<file path="src/hdl/scr_isect.sv">
// ----------------------------------------------------------------------------
// scr_isect: rectangle intersection
// Intersects a new rectangle with the current top; edge sums are one bit
// wider than the coordinates and the resulting size is clamped at zero.
// ----------------------------------------------------------------------------
module scr_isect #(
    parameter int COORD_BITS = 16
) (
    input  logic signed [COORD_BITS-1:0] i_top_x,
    input  logic signed [COORD_BITS-1:0] i_top_y,
    input  logic signed [COORD_BITS-1:0] i_top_w,
    input  logic signed [COORD_BITS-1:0] i_top_h,
    input  logic signed [COORD_BITS-1:0] i_x,
    input  logic signed [COORD_BITS-1:0] i_y,
    input  logic signed [COORD_BITS-1:0] i_w,
    input  logic signed [COORD_BITS-1:0] i_h,
    output logic signed [COORD_BITS-1:0] o_x,
    output logic signed [COORD_BITS-1:0] o_y,
    output logic signed [COORD_BITS-1:0] o_w,
    output logic signed [COORD_BITS-1:0] o_h
);

    logic signed [COORD_BITS:0]   top_right, top_bottom, new_right, new_bottom;
    logic signed [COORD_BITS:0]   right, bottom;
    logic signed [COORD_BITS+1:0] span_w, span_h;

    // Right and bottom ends of both rectangles, without wrap.
    assign top_right  = (COORD_BITS+1)'(i_top_x) + (COORD_BITS+1)'(i_top_w);
    assign top_bottom = (COORD_BITS+1)'(i_top_y) + (COORD_BITS+1)'(i_top_h);
    assign new_right  = (COORD_BITS+1)'(i_x) + (COORD_BITS+1)'(i_w);
    assign new_bottom = (COORD_BITS+1)'(i_y) + (COORD_BITS+1)'(i_h);

    // Left and top edges are the larger of the two.
    assign o_x = (i_top_x > i_x) ? i_top_x : i_x;
    assign o_y = (i_top_y > i_y) ? i_top_y : i_y;

    // Smaller end minus the new edge, clamped at zero.
    assign right  = (top_right < new_right) ? top_right : new_right;
    assign bottom = (top_bottom < new_bottom) ? top_bottom : new_bottom;
    assign span_w = (COORD_BITS+2)'(right) - (COORD_BITS+2)'(o_x);
    assign span_h = (COORD_BITS+2)'(bottom) - (COORD_BITS+2)'(o_y);

    assign o_w = (span_w < 0) ? '0 : span_w[COORD_BITS-1:0];
    assign o_h = (span_h < 0) ? '0 : span_h[COORD_BITS-1:0];

endmodule
</file>
<file path="config.mk">
export PLATFORM = sky130hd
export DESIGN_NAME = scr_isect
export DESIGN_NICKNAME = d
export VERILOG_FILES = /design/src/hdl/scr_isect.sv
export SDC_FILE = /design/constraint.sdc
export NUM_CORES = 1
export LEC_CHECK = 0
export ABC_AREA = 0
export CAP_MARGIN = 20
export CORE_ASPECT_RATIO = 1.5
export CORE_MARGIN = 3
export CORE_UTILIZATION = 60
export DETAILED_ROUTE_END_ITERATION = 8
export DONT_BUFFER_PORTS = 1
export PLACE_DENSITY = 0.76
export SYNTH_ARGS = -nofsm -noshare
export SYNTH_HDL_FRONTEND = slang
export SYNTH_SLANG_ARGS = --single-unit
</file>
<file path="constraint.sdc">
create_clock -name vclk -period 11.6
set_input_delay 2.32 -clock vclk [all_inputs]
set_output_delay 2.32 -clock vclk [all_outputs]
set_load 0.01 [all_outputs]
</file>
==> results.toml, run 1 <==
[run_status]
outcome = "complete, no violations"

[power_and_ir_drop]
ir_worst_vdd_v = 0.000117
switching_share = 0.590
p_leak_nw = 3.50
p_int_mw = 0.443
seq_power_share = 0
power.density_nw_per_um2 = 157
fin_total_pwr_mw = 1.08
clock_power_share = 0
combPwrFrac = 1.000
p_switching_mw = 0.638

[yosys]
syn_area_sq_um = 6660
synth.distinct_cells = 62
synth_area_leaders = "ha_1, mux2i_1, inv_1, a21oi_1, xnor2_1"
avgSynthCellArea_sq_um = 7.54
synth_most_common_cell = "ha_1"
syn-num-nets = 1176
post-synth-top-area-cell = "ha_1"
synth_warnings = 0
synthCells = 884
ys_seq_area_frac = 0
synth_common_cells = "ha_1, inv_1, a21oi_1, nor2_1, mux2i_1"
synth_top_area_frac = 0.297

[timing]
slew-limit-headroom = 0.456
rsz0062_at_grt = "false"
finalSetupViolCount = 0
hold_violations = 0
timing.fmax_ghz = 0.0895
worstMarginPinSlew_ns = 0.806
setup_tns_ns = 0
period_share = 0.964
drv_slew = 0
min_period_ns = 11.18

[final_layout]
nNetsFinal = 1182
clkbuf_count = 0
nFlopsAndLatches = 0
drive_above_1_share = 0.0574
area_growth_syn_to_layout_pct = 3.38
design_area_sq_um = 6890
seq_area_sq_um = 0
diodes = 0
fillCellCount = 1002

[floorplanning]
ios = 192
coreArea_sq_um = 10700
initial_core_util = 0.622
die_area_sq_um = 12400
core.rowCount = 46
die_w_um = 92.0
die_h_um = 135

[grt]
use_met1 = 0.293
gr-total-overflow = 0
grt_pass1_vias = 6692
met3_usage = 0.0552
grt_pass1_wl_um = 30400
grt_start_max_net_pins = 26
antenna_found_initial = 0
grtUsageMet2 = 0.584
busiest_layer = "met2"
track_usage = 0.294

[drt]
wl_per_cell_um = 18.5
drt_iter0_markers = 157
vias = 6496
route.antenna.remaining_nets = 0
wl_um = 19000
viasPerCell = 6.29
drc = 0
dr.pass1.iters = 4

[critical_path]
crit_top_cell = "a21o_1"
cpMaxStageDelayCell = "a21oi_2"
max_stage_delay_ns = 0.51
critical_path_required_ns = 9.28
startpoint_type = "input port"
cp_num_buf_inv = 2
critPathTopFamily = "compound AO/OA/AOI/OAI gates"
criticalPathCategory = "in2out"
end_kind = "output pin"
crit_fanout = 16
cp.arrival_ns = 8.86

[cts]
hold_buffers = 0
cts_resized = 0
post-cts-setup-buffer-count = 0

[job]
maxCapViolCount = 0

[place]
gp_congestion = 0.947
port_buffers = 0
placedInstanceArea_sq_um = 6890
dp_hpwl_um = 17000

[hold_path]
holdCritPathClass = "in2out"
==> stage by stage <==
| stage | cells | hold WS (ns) | utilization | setup WS, ns |
|---|---|---|---|---|
| after global routing | 1032 | 4.80 | 0.643 | 0.0170 |
| after floorplan | 884 | 4.79 | - | 1.01 |
| after CTS | 1032 | 4.80 | 0.643 | 0.431 |
| after global placement | 1032 | 4.80 | 0.643 | 0.635 |
| after detailed placement | 1032 | 4.79 | 0.643 | 0.444 |
| final | 1032 | 4.80 | 0.643 | 0.423 |
==> path summary, 6_finish.rpt <==
kind,start,end,slack (ns),cells past startpoint
max,i_x[0],o_w[2],0.42,28
min,i_top_x[6],o_x[6],4.80,1
==> power groups by stage <==
| stage | combinational [mW] | clock (mW) | sequential, mW |
|---|---|---|---|
| 2_1_floorplan | 0.867 | 0 | 0 |
| 3_3_place_gp | 1.04 | 0 | 0 |
| 3_5_place_dp | 1.07 | 0 | 0 |
| 4_1_cts | 1.07 | 0 | 0 |
| 5_1_grt | 1.20 | 0 | 0 |
| 6_report | 1.08 | 0 | 0 |
==> cell type report <==
type	instances	area (sq um)	area share
Inverter	107	402	0.0583
Multi-Input combinational cell	768	6210	0.901
Timing Repair Buffer	13	97.6	0.0142
Tap cell	144	180	0.0262
==> cells by family (layout without fill, tap and decap cells) <==
family,count (synthesis),after routing,synth area share
compound gates,249,249,0.242
xor+xnor,68,68,0.0894
fa+ha+maj,166,166,0.318
mux,82,82,0.130
simple gates,203,203,0.150
buf+inv,116,120,0.0699
==> placed cells by master, fill, tap and decap left out, types with 7 or more instances in the layout <==
cell type | Yosys | routed
ha_1 | 158 | 158
inv_1 | 107 | 107
a21oi_1 | 73 | 73
nor2_1 | 61 | 61
mux2i_1 | 58 | 58
o21ai_0 | 49 | 49
xnor2_1 | 40 | 40
nand2_1 | 33 | 33
a21o_1 | 30 | 30
nor3_1 | 30 | 30
xor2_1 | 28 | 28
nor2b_1 | 22 | 22
o21a_1 | 21 | 21
mux2_2 | 20 | 20
nand4_1 | 13 | 13
nand2b_1 | 13 | 13
buf_4 | 0 | 13
a211oi_1 | 10 | 10
nand3_1 | 8 | 8
o21bai_1 | 8 | 8
o211ai_1 | 7 | 7
==> layer usage <==
layer,wire length [um],vias up
met5,0,-
met4,907,0
met3,1220,45
met2,10000,210
met1,6920,3013
li1,-,3228
(Power assumes the default switching activity.)
==> run 2: changes to the inputs <==
--- a/config.mk
+++ b/config.mk
@@ -7,7 +7,7 @@
 export LEC_CHECK = 0
 export ABC_AREA = 0
 export CAP_MARGIN = 20
-export CORE_ASPECT_RATIO = 1.5
+export CORE_ASPECT_RATIO = 0.9
 export CORE_MARGIN = 3
 export CORE_UTILIZATION = 60
 export DETAILED_ROUTE_END_ITERATION = 8
==> run 2 against run 1 <==
Cell area grew 0.56%. Critical path type unchanged. Via count fell by 1.8%. Total power increased by 5.7%. Largest cell class unchanged. Core utilization up 1.6 points. Die area is 0.20% lower. Fmax is essentially flat. Worst hold slack about the same.
==> results.toml, run 2 (synthesized netlist as in run 1, its figures left out) <==
[grt]
grt_pass1_vias = 6241
grt_pass1_wl_um = 28000
grt_start_max_net_pins = 20
track_usage = 0.267
gr-total-overflow = 0
antenna_found_initial = 0

[drt]
vias = 6379
drc = 0
route.antenna.remaining_nets = 0
wl_um = 17800
dr.pass1.iters = 5
viasPerCell = 6.24
wl_per_cell_um = 17.4
drt_iter0_markers = 317

[timing]
slew-limit-headroom = 0.464
period_share = 0.964
hold_violations = 0
worstMarginPinSlew_ns = 0.794
drv_slew = 0
min_period_ns = 11.19
setup_tns_ns = 0
finalSetupViolCount = 0
timing.fmax_ghz = 0.0894

[critical_path]
startpoint = "i_x[0]"
criticalPathCategory = "in2out"
cpMaxStageDelayCell = "fa_1"
max_stage_delay_ns = 0.44
critPathCapture = "o_w[5]"
startpoint_type = "input port"
crit_fanout = 10
critical_path_required_ns = 9.28
cp.arrival_ns = 8.87
end_kind = "output pin"
crit_top_cell = "a21o_1"

[final_layout]
nNetsFinal = 1188
fillCellCount = 936
mostFrequentLayoutCells = "ha_1, inv_1, a21oi_1, nor2_1, mux2i_1"
clkbuf_count = 0
seq_area_sq_um = 0
final_common_cell = "ha_1"
drive_above_1_share = 0.0649
area_growth_syn_to_layout_pct = 3.96
nFlopsAndLatches = 0
diodes = 0

[power_and_ir_drop]
p_leak_nw = 3.53
fin_total_pwr_mw = 1.14
ir_worst_vdd_v = 0.000229
power.density_nw_per_um2 = 165

[floorplanning]
coreArea_sq_um = 10500
ios = 192
die_w_um = 117
die_area_sq_um = 12400
initial_core_util = 0.634
core.rowCount = 35
die_h_um = 106

[place]
dp_hpwl_um = 15900
gp_congestion = 0.944
port_buffers = 0

[run_status]
outcome = "complete, no violations"

[hold_path]
holdCritPathClass = "in2out"

[job]
maxCapViolCount = 0
## run 2: cell types whose count changed in the layout (fill, tap and decap cells not counted), sizes merged
cell	delta
buf	+6
## run 2: layout make-up
cell class	count	area, sq um	area share
Multi-Input combinational cell	768	6220	0.898
Tap cell	129	161	0.0233
Timing Repair Buffer	19	143	0.0206
Inverter	107	402	0.0580
## run 2: worst max-delay path: cells and delay by family
family / cells / cell delay, ns
compound gates: 18 / 4.05
fa+ha+maj: 4 / 1.25
buf+inv: 3 / 0.62
xor+xnor: 2 / 0.34
mux: 1 / 0.23
simple gates: 1 / 0.08
## run 2: through the flow
step / setup WS [ns] / hold WS, ns / std cells / area (sq um) / utilization
floorplan: 1.01 / 4.79 / 884 / 6660 / -
finish: 0.414 / 4.80 / 1023 / 6930 / 0.659
global placement: 0.584 / 4.80 / 1023 / 6910 / 0.658
global route: -0.0173 / 4.80 / 1023 / 6930 / 0.659
detailed placement: 0.288 / 4.80 / 1023 / 6910 / 0.658
CTS: 0.250 / 4.80 / 1023 / 6910 / 0.658
## run 2: per-layer routing
metal | vias to the layer above | track usage | wire [um]
li1 | 3243 | - | -
met1 | 2913 | 0.343 | 7910
met2 | 201 | 0.479 | 8350
met3 | 22 | 0.0455 | 1260
met4 | 0 | 0.0287 | 238
met5 | - | 0 | 0
## run 2: how the worst min path moves through the flow
| stage | start | endpoint | slack (ns) | cells past startpoint |
|---|---|---|---|---|
| final | i_top_x[3] | o_x[3] | 4.80 | 1 |
| after global routing | i_top_x[8] | o_x[8] | 4.80 | 1 |
| after CTS | i_top_x[3] | o_x[3] | 4.80 | 1 |
| after detailed placement | i_top_x[15] | o_x[15] | 4.80 | 1 |
| after global placement | i_top_x[3] | o_x[3] | 4.80 | 1 |
| after floorplan | i_top_x[10] | o_x[10] | 4.79 | 1 |
## run 2: power by group
group	switching [mW]	internal, mW
Clock	0	0
Sequential	0	0
Combinational	0.649	0.493
## run 2: what timing repair did
| item | 4_1_cts | 5_1_grt |
|---|---|---|
| gates resized for setup | 0 | 2 |
| buffers inserted | 0 | 0 |
| hold buffers | 0 | 0 |
| endpoints found under the setup margin | 0 | 16 |
